File: src/hdl/mf3x3_pkg.sv
// Shared types, constants and configuration codes of the 3x3 median filter.
package mf3x3_pkg;

  localparam int PIXEL_BITS     = 16;
  localparam int MAX_WIDTH      = 4096;
  localparam int COL_BITS       = $clog2(MAX_WIDTH);
  localparam int ROW_BITS       = 16;
  localparam int WIDTH_CFG_BITS = 13;
  localparam int CFG_DATA_BITS  = 16;
  localparam int CFG_IDX_BITS   = 2;
  localparam int RESET_WIDTH    = 640;
  localparam int RESET_HEIGHT   = 480;
  localparam int QUEUE_DEPTH    = 4;
  localparam int QPTR_BITS      = $clog2(QUEUE_DEPTH);

  typedef logic [PIXEL_BITS-1:0] pix_t;
  typedef logic [COL_BITS-1:0]   col_t;
  typedef logic [ROW_BITS-1:0]   row_t;

  typedef enum logic [CFG_IDX_BITS-1:0] {
    CFG_FRAME_WIDTH  = 2'd0,
    CFG_FRAME_HEIGHT = 2'd1,
    CFG_ZERO_SKIP    = 2'd2
  } cfg_index_t;

  typedef struct packed {
    pix_t pixel_in;
    logic flush;
  } pixel_beat_t;

  typedef struct packed {
    pix_t pixel_out;
    logic filtered;
    logic frame_last;
  } result_beat_t;

  typedef struct packed {
    col_t wm1;
    row_t hm1;
  } geom_t;

  typedef struct packed {
    logic is_pixel;
    pix_t pixel;
    col_t addr;
    logic col_last;
    logic has_result;
    logic sel_corner;
    logic filt;
    logic last;
  } cmd_t;

endpackage

File: src/hdl/mf3x3_queue.sv
// Short command queue between the front and back ends.
module mf3x3_queue (
  input  logic              clk,
  input  logic              rst,
  input  logic              push,
  input  mf3x3_pkg::cmd_t   push_cmd,
  input  logic              pop,
  output logic              head_valid,
  output mf3x3_pkg::cmd_t   head,
  output logic              full
);

  mf3x3_pkg::cmd_t                  entries [mf3x3_pkg::QUEUE_DEPTH];
  logic [mf3x3_pkg::QPTR_BITS-1:0]  wr_ptr, rd_ptr;
  logic [mf3x3_pkg::QPTR_BITS:0]    count;

  assign head_valid = (count != '0);
  assign head       = entries[rd_ptr];
  assign full       = (count == (mf3x3_pkg::QPTR_BITS + 1)'(mf3x3_pkg::QUEUE_DEPTH));

  always_ff @(posedge clk) begin
    if (push) begin
      entries[wr_ptr] <= push_cmd;
    end
  end

  always_ff @(posedge clk) begin
    if (rst) begin
      wr_ptr <= '0;
      rd_ptr <= '0;
      count  <= '0;
    end else begin
      if (push) begin
        wr_ptr <= wr_ptr + mf3x3_pkg::QPTR_BITS'(1);
      end
      if (pop) begin
        rd_ptr <= rd_ptr + mf3x3_pkg::QPTR_BITS'(1);
      end
      case ({push, pop})
        2'b10:   count <= count + (mf3x3_pkg::QPTR_BITS + 1)'(1);
        2'b01:   count <= count - (mf3x3_pkg::QPTR_BITS + 1)'(1);
        default: count <= count;
      endcase
    end
  end

endmodule

File: config.mk
export PLATFORM = sky130hd
export DESIGN_NAME = mf3x3_queue
export DESIGN_NICKNAME = d
export VERILOG_FILES = /design/src/hdl/mf3x3_pkg.sv /design/src/hdl/mf3x3_queue.sv
export SDC_FILE = /design/constraint.sdc
export NUM_CORES = 1
export LEC_CHECK = 0
export BUFFER_PORTS_ARGS = -buffer_cell sky130_fd_sc_hd__buf_4
export CAP_MARGIN = 25
export CORE_MARGIN = 2
export CORE_UTILIZATION = 50
export CTS_CLUSTER_DIAMETER = 200
export DETAILED_ROUTE_END_ITERATION = 16
export GPL_TIMING_DRIVEN = 0
export PLACE_DENSITY = 0.81
export SLEW_MARGIN = 20
export SYNTH_ARGS = -nofsm -noshare
export SYNTH_HDL_FRONTEND = slang
export SYNTH_SLANG_ARGS = --single-unit
File: constraint.sdc
create_clock -name clk -period 2.1 [get_ports clk]
set_input_delay 0.525 -clock clk [delete_from_list [all_inputs] [get_ports clk]]
set_output_delay 0.525 -clock clk [all_outputs]
set_load 0.005 [all_outputs]
* Word-level counts from Yosys, hierarchy flattened
Memory sizes are Yosys's and may differ from the RTL's. A register that Yosys moved wholly into a read port is not among the register bits.
Cells that the tools add are included.
W data, S select, Z words.
** Word-level totals
- Flip-flop bits (word level) :: 7
- Logic and storage cells :: 18
- Bits in writable memories :: 136
- Memories :: 1
- Bits in latches :: 0
- Bits of input ports :: 38
- Output and inout port bits :: 36
- Bits in read-only memories :: 0
** Memory list
- entries :: depth 4, bits a word 34, read ports 1, clocked after memory_dff 1, wr ports 1, RTL line mf3x3_queue.sv:13 : mf3x3_pkg::cmd_t entries [mf3x3_pkg::QUEUE_DEPTH];
** Operators by class
- Muxes and demuxes :: 5
- Divide/modulo/power cells :: 0
- $add $sub $neg :: 4
- Reductions and logical operators :: 2
- Shifts and indexed selects :: 0
- Multipliers :: 0
- Equal/unequal tests :: 3
- Magnitude comparators :: 0
- Bitwise gates (word level) :: 0
** Operators by type and width (count)
- $pmux W3 S2 :: 1
- $add A2 B1 Y2 const B :: 2
- $mux W2 :: 2
- $add A3 B1 Y3 const B :: 1
- $eq A3 B3 Y1 const B :: 1
- $reduce_bool A3 Y1 :: 1
- $sub A3 B1 Y3 const B :: 1
- $eq A2 B1 Y1 const B :: 1
- $eq A2 B2 Y1 const B :: 1
- $mux W1 :: 2
- $reduce_bool A2 Y1 :: 1

* Depth between registers and ports, before layout
Gate-level depths: netlist (run 1).
- Depth in word-level cells :: 3
- Gate-level depth with buffers :: 6
- Depth with buffers taken out :: 6

* Least setup slack after synthesis (run 1)
No wires, ideal clock.
- Path type :: register to register
- From :: register wr_ptr[0] (netlist bit)
- To :: memory entries[2][0] (netlist bit), enable pin
- Path slack :: 0.329 ns
- Period minus slack after synthesis :: 1.771 ns
- Stages on the path, launching flop included :: 4
- Data required time :: 1.706 ns
- Arrival time :: 1.376 ns
- Buffers on the path :: 0
- Setup time :: 0.394 ns
- Cell sequence :: dfxtp_1 -> inv_1 -> ha_1 -> and2_1
** RTL lines
- start, declared :: RTL line mf3x3_queue.sv:14 : logic [mf3x3_pkg::QPTR_BITS-1:0] wr_ptr, rd_ptr;
- start signal, assigned :: RTL line mf3x3_queue.sv:34 : wr_ptr <= wr_ptr + mf3x3_pkg::QPTR_BITS'(1);
- end, declared :: RTL line mf3x3_queue.sv:13
Straight into the memory's write port.

==> flow_metrics.py, run 1 <==
metrics = {
    "logic_synthesis": {
        "yosys-top-cells-count": "edfxtp_1, mux4_2, dfxtp_1, nor2_1, ha_1",
        "ys_seq_elements": 145,
        "syn_inst": 221,
        "synth_cell_types": 21,
        "synth_top_area_cell": "edfxtp_1",
        "synth_nets": 265,
        "synth_top_flop_cell": "edfxtp_1",
        "synth_area_um2": 5380,
        "synth_edf_count": 136,
        "ys_seq_area_share_pct": 79.2,
        "yosysTopAreaCellShare_pct": 75.9,
        "synthTopCellsByArea": "edfxtp_1, mux4_2, dfxtp_1",
        "async_flop_share_pct": 0,
        "synth_warnings": 0,
        "synth_most_common_cell": "edfxtp_1",
        "avgSynthCellArea_um2": 24.4,
    },
    "finish": {
        "design_area_um2": 6990,
        "register_area_um2": 4270,
        "diodes": 0,
        "fill_cells": 696,
        "drive_above_1_share_pct": 47.3,
        "multi_input_area_um2": 1010,
        "area_delta_synth_final_pct": 30.0,
        "nets": 365,
    },
    "die": {
        "die_x_um": 108,
        "pin_count": 74,
        "start_util_pct": 51.9,
        "core_um2": 10400,
        "die_area_um2": 11600,
        "fp.dieH_um": 108,
        "rows": 37,
    },
    "min_path": {
        "hold_class": "primary input to register",
    },
    "cts": {
        "htreeDepth": 4,
        "clk-insertion-delay-late_ps": 500,
        "cts.sinks": 145,
        "root_buffer": "clkbuf_8",
        "cts_tree": "built",
        "cts_buffer_depth": 2,
        "ctsHoldBuffers": 0,
        "tritoncts.num_buffers": 17,
        "path_clk_slew_ps": 60,
    },
    "global_route": {
        "grt-ovfl-total": 0,
        "grt_pass1_vias": 2629,
        "antenna_found_initial": 0,
        "gr-usage-all-layers_pct": 17.1,
        "grt_pass1_wl_um": 14100,
        "grt_max_degree": 23,
    },
    "timing": {
        "finalHoldViolCount": 0,
        "finalMaxSlewViolations": 0,
        "worst_slew_pin_slew_ps": 507,
        "setup_ws_ps": -237,
        "clock_skew_ps": 7.71,
        "fin_crit_sh_pct": 111,
        "rsz0062_at_grt": "yes",
        "fin_tns_setup_ps": -7160,
        "holdWs_ps": 218,
        "max_freq_ghz": 0.428,
        "min_period_ps": 2340,
        "slew-limit-headroom_pct": 66.2,
        "setup_viol": 34,
    },
    "pwr": {
        "leakagePower_nw": 2.44,
        "finalPower_mw": 7.03,
        "ir_drop_uv": 567,
        "powerDensity_nw_per_um2": 1010,
    },
    "worst_setup_path": {
        "crit_type": "register to output port",
        "critPathLaunchType": "register",
        "endpoint_kind": "output port",
        "critical_path_required_ps": 1570,
        "crit_fanout": 10,
        "crit_arrival_ps": 1810,
    },
    "routing": {
        "drc": 0,
        "totalWireLength_um": 9160,
        "viasPerCell": 5.26,
        "route.vias.total": 2472,
        "firstDrtPassIters": 4,
        "drt-wirelength-per-cell_um": 19.5,
        "antenna_left": 0,
        "drtIter0Drc": 140,
    },
    "place": {
        "dpl_cell_area_um2": 6190,
        "numPortBuffers": 72,
        "finalWeightedCongestion": 0.657,
        "hpwl_um": 5740,
    },
    "outcome": {
        "failed_checks": "negative setup slack",
        "status": "finished with violations",
    },
    "job": {
        "cap_violations": 0,
    },
}
## cell type report
| class | count | area share (%) |
|---|---|---|
| Buffer | 8 | 1.52 |
| Clock buffer | 18 | 5.97 |
| Clock inverter | 14 | 2.24 |
| Inverter | 3 | 0.161 |
| Multi-Input combinational cell | 64 | 14.4 |
| Sequential cell | 145 | 61.0 |
| Tap cell | 136 | 2.43 |
| Timing Repair Buffer | 82 | 12.3 |
## stage by stage
step                      util [%]  instances  setup slack [ps]
after floorplan                  -        221               329
after global placement        58.7        429              -374
after detailed placement      59.7        433              87.0
after CTS                     66.9        468              -278
after global routing          67.4        470              -307
final                         67.4        470              -237
## worst max-delay path, stage by stage, from the launching register on
cell       delay, ps
dfxtp_2          340
buf_12           160
clkbuf_16        170
mux4_2           500
buf_6            130
## path summary, 6_finish.rpt
kind	from	endpoint	slack (ps)	cells after the start
hold reg to reg	count[2]	count[2]	500	2
hold / removal	push_cmd[8]	entries[0][8]	220	1
setup reg to reg	wr_ptr[0]	entries[0][27]	480	4
setup / recovery	register	head[9]	-240	4
## registers in the layout, summed over array words and instances, names as in the netlist, named ones only
name and count:
entries 136, count 3, rd_ptr 2, wr_ptr 2
## report_power, final
| group | switching (mW) | leakage [nW] | internal (mW) |
|---|---|---|---|
| sequential | 0.0474 | 1.32 | 3.31 |
| combinational | 0.321 | 0.842 | 0.496 |
| clock | 1.15 | 0.270 | 1.71 |
| total | 1.51 | 2.44 | 5.52 |
## per-layer routing
layer / routed length (um) / track usage [%]
met1: 3700 / 21.5
met2: 5000 / 28.7
met3: 347 / 4.18
met4: 116 / 6.87
met5: 0 / 0
## what timing repair did
action | CTS | global route
buffers inserted | 3 | 0
cloned | 1 | 2
setup endpoints to repair | 34 | 34
resized for setup | 43 | 1
## cell usage in the layout (no fill, tap or decap)
cell / netlist / layout
o21ai_0: 1 / 1
bufinv_16: 0 / 2
buf_16: 0 / 3
nor2_1: 7 / 7
mux2i_1: 2 / 2
fa_1: 1 / 1
ha_1: 5 / 5
buf_12: 3 / 6
xnor2_1: 3 / 3
clkinvlp_4: 0 / 3
inv_1: 3 / 3
or3_1: 2 / 2
mux4_1: 4 / 1
buf_4: 0 / 45
clkbuf_1: 2 / 2
buf_6: 1 / 33
mux4_2: 30 / 33
dfxtp_1: 9 / 7
clkinv_1: 0 / 1
inv_6: 0 / 4
dfxtp_2: 0 / 2
clkinv_4: 0 / 4
clkbuf_16: 0 / 18
nand2_1: 1 / 1
clkbuf_8: 0 / 1
nor3b_1: 1 / 1
edfxtp_1: 136 / 136
and2_2: 0 / 4
a21oi_1: 1 / 1
xor2_1: 2 / 2
## kinds of logic (layout without fill, tap and decap cells)
logic type               count (synthesis)  in the layout  synth area share, %
adder cells (fa/ha/maj)                  6              6                 1.53
multiplexers                            36             36                 14.9
flip-flops                             145            145                 79.2
buffers and inverters                   12            125                 1.95
XOR/XNOR                                 5              5                0.814
AO/OA/AOI/OAI                            2              2                0.186
AND/OR/NAND/NOR                         15             15                 1.39
Power figures use the tool's default switching activity.
==> inputs of run 2 (changes only) <==
--- a/config.mk
+++ b/config.mk
@@ -8,11 +8,11 @@
 export BUFFER_PORTS_ARGS = -buffer_cell sky130_fd_sc_hd__buf_4
 export CAP_MARGIN = 25
 export CORE_MARGIN = 2
-export CORE_UTILIZATION = 50
+export CORE_UTILIZATION = 45
 export CTS_CLUSTER_DIAMETER = 200
 export DETAILED_ROUTE_END_ITERATION = 16
 export GPL_TIMING_DRIVEN = 0
-export PLACE_DENSITY = 0.81
+export PLACE_DENSITY = 0.75
 export SLEW_MARGIN = 20
 export SYNTH_ARGS = -nofsm -noshare
 export SYNTH_HDL_FRONTEND = slang
==> run 2 against run 1 <==
Compared with the run above:
- the flow still finishes with violations (negative setup slack)
- global-route usage down 1.8 points
- sequential cell count unchanged
- hold slack better by 91 ps
- clock skew down 4.6 ps
- combinational power down 4.8%
- maximum frequency up 4.8%
- wire length down 3.0%
- core utilization down 6.9 points
==> flow_metrics.py, run 2 (same netlist as run 1, synthesis figures left out) <==
metrics = {
    "cts": {
        "root_buffer": "clkbuf_16",
        "cts_buffer_depth": 2,
        "cts_tree": "built",
        "ctsHoldBuffers": 0,
        "clk-insertion-delay-late_ps": 410,
        "cts.sinks": 145,
        "path_clk_slew_ps": 60,
        "htreeDepth": 4,
        "tritoncts.num_buffers": 17,
    },
    "finish": {
        "layout_commonest_cell": "edfxtp_1",
        "fill_cells": 820,
        "largest_reg_flops": 136,
        "diodes": 0,
        "nets": 362,
        "mostFrequentLayoutCells": "edfxtp_1, buf_4, mux4_2, buf_6, clkbuf_16",
        "fin_util_pct": 60.5,
        "drive_above_1_share_pct": 47.1,
        "area_delta_synth_final_pct": 30.1,
        "regMostFlops": "entries",
        "reg.largest.list": "entries x136, count x3",
    },
    "pwr": {
        "switching_power_mw": 1.47,
        "powerDensity_nw_per_um2": 1070,
        "ir_drop_uv": 966,
        "power.internal_mw": 6.00,
        "power_frac_seq_pct": 45.0,
        "finalPower_mw": 7.47,
        "switching_share_pct": 19.7,
        "leakagePower_nw": 2.45,
        "clkPwrFrac_pct": 44.6,
        "combinationalPowerShare_pct": 10.4,
    },
    "worst_setup_path": {
        "critical_path_required_ps": 1570,
        "worst_r2r_startpoint": "wr_ptr[0]",
        "crit_fanout": 10,
        "max_stage_delay_ps": 530,
        "crit_buf_inv": 3,
        "crit_arrival_ps": 1710,
        "cp_top_family": "multiplexers",
        "endpoint_kind": "output port",
        "crit_type": "register to output port",
        "critPathLaunchType": "register",
        "worstPathCellList": "buf_8, buf_12, mux4_2, buf_6",
        "slowest_stage": "mux4_2",
    },
    "routing": {
        "route.vias.total": 2462,
        "viasPerCell": 5.19,
        "drc": 0,
        "drt-wirelength-per-cell_um": 18.7,
        "antenna_left": 0,
        "drtIter0Drc": 109,
        "totalWireLength_um": 8880,
        "firstDrtPassIters": 4,
    },
    "timing": {
        "finalMaxSlewViolations": 0,
        "min_period_ps": 2230,
        "setup_viol": 34,
        "worst_slew_pin_slew_ps": 511,
        "fin_crit_sh_pct": 106,
        "slew-limit-headroom_pct": 66.0,
        "rsz0062_at_grt": "yes",
        "clock_skew_ps": 3.06,
        "setup_ws_ps": -130,
        "max_freq_ghz": 0.448,
        "finalHoldViolCount": 0,
    },
    "global_route": {
        "grt_pass1_wl_um": 14000,
        "antenna_found_initial": 0,
        "grt_max_degree": 22,
        "grt_pass1_vias": 2637,
        "gr-usage-all-layers_pct": 15.3,
        "grt-ovfl-total": 0,
    },
    "place": {
        "hpwl_um": 5720,
        "finalWeightedCongestion": 0.639,
        "numPortBuffers": 72,
    },
    "outcome": {
        "failed_checks": "negative setup slack",
        "status": "finished with violations",
    },
    "die": {
        "rows": 39,
        "fp.dieH_um": 113,
        "die_x_um": 113,
        "die_area_um2": 12800,
        "pin_count": 74,
        "core_um2": 11600,
        "start_util_pct": 46.5,
    },
    "min_path": {
        "hold_class": "primary input to register",
        "min_from": "push_cmd[28]",
    },
    "job": {
        "cap_violations": 0,
    },
}
-- run 2: cell types whose count changed in the layout (fill, tap and decap cells not counted), moves of 2 or more --
| cell | change |
|---|---|
| inv_6 | -2 |
| clkinv_2 | +5 |
| clkinv_4 | -4 |
| bufinv_16 | +4 |
| buf_16 | -2 |
-- run 2: per-layer routing --
metal	share of wire, %	up-vias	global-route usage, %
met5	0	-	0
met4	2.1	0	6.83
met3	4.9	18	5.14
met2	53	69	26.0
met1	40	1263	17.8
li1	-	1112	-
-- run 2: area by class of cell --
class,instances,area [um^2],share of cell area [%]
Buffer,8,101,1.45
Clock inverter,15,238,3.40
Sequential cell,145,4270,60.9
Tap cell,143,179,2.56
Timing Repair Buffer,79,774,11.1
Clock buffer,17,425,6.08
Multi-Input combinational cell,64,1010,14.4
Inverter,3,11.3,0.161
-- run 2: metrics by stage --
step                hold slack, ps  worst slack, ps  instance area, um^2  setup TNS, ps  instances
floorplan                      461              329                 5380              0        221
global placement               476             -424                 6100         -56120        436
detailed placement             514              111                 6190              0        440
CTS                            291             -170                 6990          -4840        473
global route                   291             -206                 7000          -5910        474
finish                         309             -130                 7000          -3500        474
-- run 2: path summary, 6_finish.rpt --
check,endpoint,slack (ps),cells past startpoint
max,head[4],-130,4
min,entries[2][28],310,1
max reg2reg,entries[0][15],480,4
min reg2reg,count[2],520,2
-- run 2: power by group through the flow --
stage | Clock (mW) | Sequential [mW] | Combinational [mW]
floorplan | 0 | 3.41 | 0.357
global placement | 0 | 3.41 | 0.665
detailed placement | 0 | 3.42 | 0.709
CTS | 3.39 | 3.36 | 0.787
global route | 3.53 | 3.37 | 0.842
finish | 3.33 | 3.36 | 0.777
-- run 2: timing repair --
action / CTS / global route
buffers inserted: 2 / 1
gates resized for setup: 37 / 4
setup endpoints to repair: 34 / 34
