## config.mk

```make
export PLATFORM = sky130hd
export DESIGN_NAME = mf3x3_front
export DESIGN_NICKNAME = d
export VERILOG_FILES = /design/src/hdl/mf3x3_pkg.sv /design/src/hdl/mf3x3_front.sv
export SDC_FILE = /design/constraint.sdc
export NUM_CORES = 1
export LEC_CHECK = 0
export ABC_AREA = 1
export BUFFER_PORTS_ARGS = -buffer_cell sky130_fd_sc_hd__buf_2
export CORE_AREA = 4 4 150 152
export DETAILED_ROUTE_END_ITERATION = 7
export DIE_AREA = 0 0 154 156
export PLACE_DENSITY = 0.47
export SKIP_LAST_GASP = 1
export SYNTH_ARGS = -nofsm -noshare
export SYNTH_HDL_FRONTEND = slang
export SYNTH_SLANG_ARGS = --single-unit
```

## constraint.sdc

```tcl
create_clock -name clk -period 2.5 [get_ports clk]
set_clock_uncertainty 0.1 [all_clocks]
set_input_delay 0.625 -clock clk [delete_from_list [all_inputs] [get_ports clk]]
set_output_delay 0.625 -clock clk [all_outputs]
set_load 0.005 [all_outputs]
```

## src/hdl/mf3x3_pkg.sv

```systemverilog
// Shared types, constants and configuration codes of the 3x3 median filter.
package mf3x3_pkg;

  localparam int PIXEL_BITS     = 16;
  localparam int MAX_WIDTH      = 4096;
  localparam int COL_BITS       = $clog2(MAX_WIDTH);
  localparam int ROW_BITS       = 16;
  localparam int WIDTH_CFG_BITS = 13;
  localparam int CFG_DATA_BITS  = 16;
  localparam int CFG_IDX_BITS   = 2;
  localparam int RESET_WIDTH    = 640;
  localparam int RESET_HEIGHT   = 480;
  localparam int QUEUE_DEPTH    = 4;
  localparam int QPTR_BITS      = $clog2(QUEUE_DEPTH);

  typedef logic [PIXEL_BITS-1:0] pix_t;
  typedef logic [COL_BITS-1:0]   col_t;
  typedef logic [ROW_BITS-1:0]   row_t;

  typedef enum logic [CFG_IDX_BITS-1:0] {
    CFG_FRAME_WIDTH  = 2'd0,
    CFG_FRAME_HEIGHT = 2'd1,
    CFG_ZERO_SKIP    = 2'd2
  } cfg_index_t;

  typedef struct packed {
    pix_t pixel_in;
    logic flush;
  } pixel_beat_t;

  typedef struct packed {
    pix_t pixel_out;
    logic filtered;
    logic frame_last;
  } result_beat_t;

  typedef struct packed {
    col_t wm1;
    row_t hm1;
  } geom_t;

  typedef struct packed {
    logic is_pixel;
    pix_t pixel;
    col_t addr;
    logic col_last;
    logic has_result;
    logic sel_corner;
    logic filt;
    logic last;
  } cmd_t;

endpackage

```

## src/hdl/mf3x3_front.sv

```systemverilog
// Front end: accepts beats, tracks frame position and emits commands for the back end.
module mf3x3_front (
  input  logic                     clk,
  input  logic                     rst,
  input  logic                     pixel_valid,
  input  mf3x3_pkg::pixel_beat_t   pixel_beat,
  output logic                     pixel_stall,
  input  mf3x3_pkg::geom_t         geom,
  input  logic                     restart,
  input  logic                     queue_full,
  output logic                     push,
  output mf3x3_pkg::cmd_t          cmd
);

  mf3x3_pkg::row_t row, row_next, er, er_next;
  mf3x3_pkg::col_t col, col_next, ec, ec_next;
  logic            in_done, in_done_next;
  logic            accept, is_flush, col_last, row_last, emit_last, enq, has_res;

  always_comb begin
    pixel_stall = queue_full;
    accept      = pixel_valid && !queue_full;
    is_flush    = pixel_beat.flush;
    col_last    = (col == geom.wm1);
    row_last    = (row == geom.hm1);
    emit_last   = (er == geom.hm1) && (ec == geom.wm1);
    enq         = is_flush ? in_done : !in_done;
    has_res     = is_flush || !((row == '0) ||
                                ((row == mf3x3_pkg::ROW_BITS'(1)) && (col == '0)));
    push        = accept && enq;

    cmd.is_pixel   = !is_flush;
    cmd.pixel      = pixel_beat.pixel_in;
    cmd.addr       = is_flush ? ec : col;
    cmd.col_last   = col_last;
    cmd.has_result = has_res;
    cmd.sel_corner = is_flush ? (er != geom.hm1) : (col == '0);
    cmd.filt       = !is_flush && (er != '0) && (er < geom.hm1) &&
                     (ec != '0) && (ec < geom.wm1);
    cmd.last       = emit_last;

    row_next     = row;
    col_next     = col;
    er_next      = er;
    ec_next      = ec;
    in_done_next = in_done;

    if (push && !is_flush) begin
      if (col_last) begin
        col_next = '0;
        row_next = row + mf3x3_pkg::ROW_BITS'(1);
        if (row_last) begin
          in_done_next = 1'b1;
        end
      end else begin
        col_next = col + mf3x3_pkg::COL_BITS'(1);
      end
    end

    if (push && has_res) begin
      if (emit_last) begin
        row_next     = '0;
        col_next     = '0;
        er_next      = '0;
        ec_next      = '0;
        in_done_next = 1'b0;
      end else if (ec == geom.wm1) begin
        ec_next = '0;
        er_next = er + mf3x3_pkg::ROW_BITS'(1);
      end else begin
        ec_next = ec + mf3x3_pkg::COL_BITS'(1);
      end
    end

    if (restart) begin
      row_next     = '0;
      col_next     = '0;
      er_next      = '0;
      ec_next      = '0;
      in_done_next = 1'b0;
    end
  end

  always_ff @(posedge clk) begin
    if (rst) begin
      row     <= '0;
      col     <= '0;
      er      <= '0;
      ec      <= '0;
      in_done <= 1'b0;
    end else begin
      row     <= row_next;
      col     <= col_next;
      er      <= er_next;
      ec      <= ec_next;
      in_done <= in_done_next;
    end
  end

endmodule

```

After elaboration in Yosys (flattened, before gate mapping)
Cells that the tools add are included.
{ "op_classes": {"addsub": 4, "magnitude_cmp": 2, "n_eq_ne": 6, "mux": 20, "n_reduce_logical": 23} }
{ "ops": {"columns": ["op", "n"], "rows": [
  ["2-to-1 mux 16 bit", 6],
  ["2-to-1 mux 12 bit", 7],
  ["adder 16 x 1 -> 16 bit (second input constant)", 2],
  ["equality test 16 bit", 2],
  ["adder 12 x 1 -> 12 bit (second input constant)", 2],
  ["equality test 12 bit", 2],
  ["equality test 16 x 1 -> 1 bit (second input constant)", 1],
  ["zero test 16 bit", 1],
  ["< comparator 16 bit", 1],
  ["!= test 16 bit", 1],
  ["nonzero test 16 bit", 1],
  ["zero test 12 bit", 1],
  ["< comparator 12 bit", 1],
  ["nonzero test 12 bit", 1],
  ["logical AND 1 bit", 10],
  ["2-to-1 mux 1 bit", 7],
  ["zero test 1 bit", 4],
  ["logical OR 1 bit", 2],
  ["AND reduction 2 bit", 1],
  ["nonzero test 2 bit", 1],
  ["OR reduction 2 bit", 1]
]} }
{ "word_totals": {"reg_bits": 57, "inputBits": 50, "out_inout_bits": 36, "elab_cells": 60} }

Longest topological paths before layout
Gate-level depths: netlist of run 1.
{ "depth": {"ltp_word": 7, "mapped_depth": 13, "mapped_depth_nobuf": 12} }

Worst setup path after synthesis of run 1
No wires, ideal clock.
{ "synth_path": {"kind": "input port to output port", "from": "input geom[23] in the netlist's numbering", "to": "output cmd[0] in the netlist's numbering", "t_arrival_ns": 1.654, "required_time_ns": 1.775, "setup_slack_ns": 0.121, "stages": 7, "path_buffers": 1, "cell_sequence": "inv_1 -> ha_1 -> nand2_1 -> nor2_1 -> inv_1 -> nor4_1 -> buf_4"} }
{ "synth_between": {"elab_chain_cells": 2} }
{ "synth_rtl": {"columns": ["item", "line_no", "rtl"], "rows": [
  ["from (decl)", "mf3x3_front.sv:8", "input mf3x3_pkg::geom_t geom,"],
  ["equality test 12 bit", "mf3x3_front.sv:26", "emit_last = (er == geom.hm1) && (ec == geom.wm1);"],
  ["logical AND 1 bit", "mf3x3_front.sv:26", null],
  ["to (decl)", "mf3x3_front.sv:12", "output mf3x3_pkg::cmd_t cmd"]
]} }
No other way between the ends.

==> flow_summary.yaml, run 1 <==
clock_network:
  cts_sinks: 57
  worstSkewPairLatency_ns: 0.34
  cts_buffer_depth: 2
  htree_levels: 3
  cts_buffers: 9
  cts_tree: "built"
  clockRootBuffer: "clkbuf_16"
  path_clk_slew_ns: 0.05
  holdBufCountCts: 0
logic_synthesis:
  yosysSeqAreaShare_pct: 21.9
  ys_top_cells_by_area: "dfxtp_1 (22%), nand2_1 (16%), ha_1 (8.9%), nor2_1 (8.5%), inv_1 (6.5%)"
  synthDistinctLibCells: 36
  synth_nets: 928
  synth_top_cell_area_share_pct: 21.9
  ys_seq_elements: 57
  synth_cells: 841
  netlist_area_um2: 5220
  synth.largest_area_cell: "dfxtp_1"
  synth.avg_cell_area_um2: 6.20
  ys_warn_count: 0
hold_path:
  hold_start: "in_done$_SDFF_PP0_"
  hold_class: "flip-flop to flip-flop"
  hold_depth: 2
  min_to: "in_done$_SDFF_PP0_"
sta:
  layout_min_cycle_time_ns: 2.58
  setup_ws_ns: -0.0791
  relSlewSlack_pct: 55.6
  timing.fmax_ghz: 0.388
  setup_viol: 3
  tightest_slew_ns: 0.659
  fin_crit_sh_pct: 103
  hold_viol: 0
  drv_slew: 0
  rsz0062_at_grt: "yes"
global_route:
  grt_util_met2_pct: 22.2
  grt_pass1_wl_mm: 27.5
  groute.layer.met1.usage_pct: 20.3
  antenna_found_initial: 0
  track_usage_pct: 14.2
  grt.overflow.total: 0
  busiest_layer: "met2"
  grtUsageMet3_pct: 2.61
  first_global_vias: 5170
  grt_max_degree: 28
placement:
  gp_congestion: 0.874
  port-buffer-count: 53
  dp_cells: 1215
  dp_hpwl_mm: 13.1
worst_setup_path:
  startpoint_type: "flip-flop"
  r2r_cells: 13
  reg2reg_slack_ns: 0.21
  critPathCaptureType: "primary output"
  path_max_fanout: 4
  path_class: "flip-flop to primary output"
  reg2reg_from: "ec[5]$_SDFFE_PP0P_"
  r2r_end: "col[3]$_SDFF_PP0_"
  critical_path_arrival_ns: 1.85
  critPathRequiredTime_ns: 1.77
die:
  io_pins: 86
  core-area_um2: 21000
  start_util_pct: 24.8
  die_x_um: 154
  num_rows: 53
  dieHeight_um: 156
  die_area_um2: 24000
cells_and_area:
  syn_to_final_growth_pct: 37.7
  finalNetCount: 1051
  instances_no_fill: 1243
  drive_gt1_share_pct: 29.4
  n_antenna_cell: 0
route:
  drtIter0Drc: 290
  via_per_inst: 4.40
  post-route-drc-count: 0
  wire_per_inst_um: 13.7
  antenna_left: 0
  firstDrtPassIters: 5
  postRouteWirelength_mm: 17.1
  vias: 5475
run:
  max-cap-violations: 0
power_and_ir_drop:
  powerDensity_nw_per_um2: 355
  ir_worst_vdd_mv: 0.310
  p_leak_nw: 3.01
  power_w: 0.00255
outcome:
  status: "complete, but fails checks"
  violations: "setup timing"
-- critical path, stage by stage (launching register included) --
cell	delay [ns]
dfxtp_2	0.34
buf_4	0.15
inv_2	0.06
ha_2	0.17
nand4_1	0.10
nor4_2	0.23
nand3_1	0.17
nand3_2	0.14
nor2_4	0.05
buf_2	0.12
-- cells by family after synthesis --
family | share of synthesized area (%)
simple gates | 40.5
buf+inv | 13.1
compound gates | 8.37
flops | 21.9
xor+xnor | 7.22
fa+ha+maj | 8.88
-- how the worst max path moves through the flow --
stage / end / start
6_report: cmd[1] / er[1]$_SDFFE_PP0P_
4_1_cts: cmd[1] / geom[25]
2_1_floorplan: cmd[0] / geom[23]
5_1_grt: cmd[0] / geom[19]
3_5_place_dp: cmd[1] / geom[25]
3_3_place_gp: cmd[1] / geom[25]
-- repair_timing --
item,CTS,global route
gates resized for setup,86,26
pin swaps,42,18
buffers inserted,8,4
cloned,0,1
setup endpoints to repair,4,34
-- per-layer routing --
metal	part of all wire, %	vias to the layer above
met5	0	-
met4	1.3	0
met3	4.3	16
met2	43	110
met1	51	2423
li1	-	2926
-- report_power, final --
group          total (W)  internal, W  switching, W
clock            0.00132     0.000892      0.000428
combinational   0.000318     0.000151      0.000167
sequential      0.000911     0.000910   0.000000674
-- placed cells by master (no fill, tap or decap), drive strengths merged --
master,synthesis,layout
a21boi,1,1
a21o,1,1
a21oi,49,49
buf,40,154
bufinv,0,2
clkbuf,3,13
clkinv,0,1
dfxtp,57,57
ha,37,37
inv,106,106
nand2,232,232
nand3,52,52
nand3b,1,1
nand4,43,43
nor2,126,126
nor3,12,12
nor4,5,5
o211ai,2,2
o21a,2,2
o21ai,24,24
o21bai,3,3
or2,2,2
xnor2,26,26
xor2,17,17
-- synth_stat cells (all sizes together) --
| master | n |
|---|---|
| xnor2 | 26 |
| o21a | 2 |
| nor3 | 12 |
| a21boi | 1 |
| a21oi | 49 |
| o21bai | 3 |
| nand3 | 52 |
| nor2 | 126 |
| nand3b | 1 |
| or2 | 2 |
| xor2 | 17 |
| buf | 40 |
| inv | 106 |
| dfxtp | 57 |
| o211ai | 2 |
| o21ai | 24 |
| a21o | 1 |
| ha | 37 |
| clkbuf | 3 |
| nand2 | 232 |
| nor4 | 5 |
| nand4 | 43 |
-- state kept, by name (all words and copies together), names as in the netlist --
signal and flops:
er 16, row 16, col 12, ec 12, in_done 1
-- stage by stage --
step / worst slack, ns / hold slack, ns / area, µm² / TNS, ns / util (%)
floorplan: 0.121 / 0.376 / 5220 / 0 / -
global placement: -0.384 / 0.396 / 6270 / -1.73 / 29.8
detailed placement: -0.370 / 0.409 / 6270 / -1.49 / 29.8
CTS: -0.131 / 0.405 / 7020 / -0.225 / 33.4
global route: -0.176 / 0.427 / 7180 / -0.484 / 34.2
finish: -0.0791 / 0.412 / 7180 / -0.200 / 34.2
-- final cells by class --
| class | instances | area [µm²] |
|---|---|---|
| Clock inverter | 3 | 65.1 |
| Inverter | 106 | 410 |
| Multi-Input combinational cell | 635 | 3760 |
| Timing Repair Buffer | 155 | 1210 |
| Sequential cell | 57 | 1150 |
| Tap cell | 275 | 344 |
| Fill cell | 2290 | 13800 |
| Clock buffer | 12 | 246 |
No activity file was read; power rests on OpenSTA's default activity.
==> run 2, diff against run 1 <==
Settings changed: BUFFER_PORTS_ARGS -buffer_cell sky130_fd_sc_hd__buf_2 to default, DONT_BUFFER_PORTS from default to 1, PLACE_DENSITY 0.47 to 0.44.
==> flow_summary.yaml, run 2 (synthesis gave the netlist of run 1 again) <==
global_route:
  track_usage_pct: 13.9
  grt_max_degree: 28
  grt.overflow.total: 0
  grt_pass1_wl_mm: 26.6
  groute.layer.met1.usage_pct: 17.8
  grtUsageMet3_pct: 5.44
  antenna_found_initial: 0
  busiest_layer: "met2"
  grt_util_met2_pct: 21.9
  first_global_vias: 4929
run:
  max-cap-violations: 0
clock_network:
  cts_buffer_depth: 2
  holdBufCountCts: 0
  cts_buffers: 9
  path_clk_slew_ns: 0.05
  worstSkewPairLatency_ns: 0.34
  htree_levels: 3
  cts_tree: "built"
  cts_sinks: 57
  clockRootBuffer: "clkbuf_16"
cells_and_area:
  multiInputGateArea_um2: 3580
  reg.largest.list: "er (16), row (16)"
  num-fill-cells: 2339
  final_util_pct: 30.2
  final_common_cell: "nand2_1"
  finalNetCount: 956
  seq_area_um2: 1160
  mostFrequentLayoutCells: "nand2_1 (219), nor2_1 (112), inv_1 (87), buf_4 (57), nand3_1 (48)"
  drive_gt1_share_pct: 18.2
  syn_to_final_growth_pct: 21.7
  n_antenna_cell: 0
worst_setup_path:
  r2r_end: "col[7]$_SDFF_PP0_"
  reg2reg_from: "row[0]$_SDFF_PP0_"
  critical_path_arrival_ns: 1.81
  critPathRequiredTime_ns: 1.77
  startpoint_type: "flip-flop"
  path_class: "flip-flop to primary output"
  path_max_fanout: 2
  reg2reg_slack_ns: 0.43
  critPathCaptureType: "primary output"
  r2r_cells: 10
sta:
  tightest_slew_ns: 0.533
  timing.fmax_ghz: 0.394
  setup_tns_ns: -0.0387
  relSlewSlack_pct: 64.1
  setup_ws_ns: -0.0387
  fin_crit_sh_pct: 102
  drv_slew: 0
  finalHoldWorstSlack_ns: 0.412
  hold_viol: 0
  setup_viol: 1
  layout_min_cycle_time_ns: 2.54
  rsz0062_at_grt: "yes"
hold_path:
  hold_start: "in_done$_SDFF_PP0_"
  hold_class: "flip-flop to flip-flop"
  hold_depth: 2
  min_to: "in_done$_SDFF_PP0_"
route:
  via_per_inst: 4.47
  post-route-drc-count: 0
  wire_per_inst_um: 14.4
  drtIter0Drc: 288
  vias: 5134
  postRouteWirelength_mm: 16.6
  firstDrtPassIters: 5
  antenna_left: 0
placement:
  port-buffer-count: 0
  gp_congestion: 0.855
  dpl_worst_slack_ns: -0.200
  dp_hpwl_mm: 12.8
die:
  start_util_pct: 24.8
  core-area_um2: 21000
  io_pins: 86
  num_rows: 53
  die_x_um: 154
  dieHeight_um: 156
  die_area_um2: 24000
power_and_ir_drop:
  ir_worst_vdd_mv: 0.304
  powerDensity_nw_per_um2: 422
  p_leak_nw: 2.57
outcome:
  status: "complete, but fails checks"
  violations: "setup timing"
run 2: cell count changes in the layout (fill, tap and decap cells not counted), sizes merged:
cell,delta
buf,-94
bufinv,+2
clkbuf,-2
run 2: timing repair:
item / in CTS / in global routing
setup buffers: 2 / 4
setup endpoints to repair: 3 / 4
pin swaps: 11 / 10
gates resized for setup: 22 / 24
run 2: critical path, stage by stage, from the launching register on:
cell      delay [ns]
dfxtp_2         0.36
ha_4            0.22
a21oi_4         0.15
nor2_2          0.05
nor2_2          0.13
o211ai_1        0.14
a21oi_2         0.13
nand3_1         0.07
nor2_1          0.10
buf_4           0.12
run 2: routing by layer:
layer | up-vias | wire length [µm]
li1 | 2739 | -
met1 | 2291 | 7930
met2 | 87 | 7230
met3 | 17 | 1190
met4 | 0 | 228
met5 | - | 0
run 2: worst max-delay path by stage:
| stage | start | endpoint | slack, ns | cells past startpoint |
|---|---|---|---|---|
| 4_1_cts | ec[9]$_SDFFE_PP0P_ | cmd[1] | -0.07 | 9 |
| 6_report | ec[9]$_SDFFE_PP0P_ | cmd[1] | -0.04 | 9 |
| 3_5_place_dp | geom[25] | cmd[1] | -0.20 | 10 |
| 2_1_floorplan | geom[23] | cmd[0] | 0.12 | 7 |
| 5_1_grt | ec[9]$_SDFFE_PP0P_ | cmd[1] | -0.19 | 9 |
| 3_3_place_gp | geom[25] | cmd[1] | -0.14 | 10 |
run 2: cell type report:
type                       instances  share of cell area, %
clock inverter                     5                   1.97
sequential                        57                   18.3
multi-input combinational        635                   56.4
tap                              275                   5.42
timing repair buffer              60                   7.69
inverter                         106                   6.31
clock buffer                      11                   3.98
run 2: power breakdown:
group / internal [W] / switching (W) / total (W)
Combinational: 0.0000682 / 0.000113 / 0.000181
Clock: 0.00113 / 0.000465 / 0.00159
Sequential: 0.000907 / 0.000000618 / 0.000908
run 2: metrics by stage:
step,total power [W],std cells,area [µm²]
5_1_grt,0.00278,1149,6350
6_report,0.00268,1149,6350
3_5_place_dp,0.00110,1127,5720
2_1_floorplan,0.00108,841,5220
4_1_cts,0.00272,1145,6220
3_3_place_gp,0.00110,1127,5720
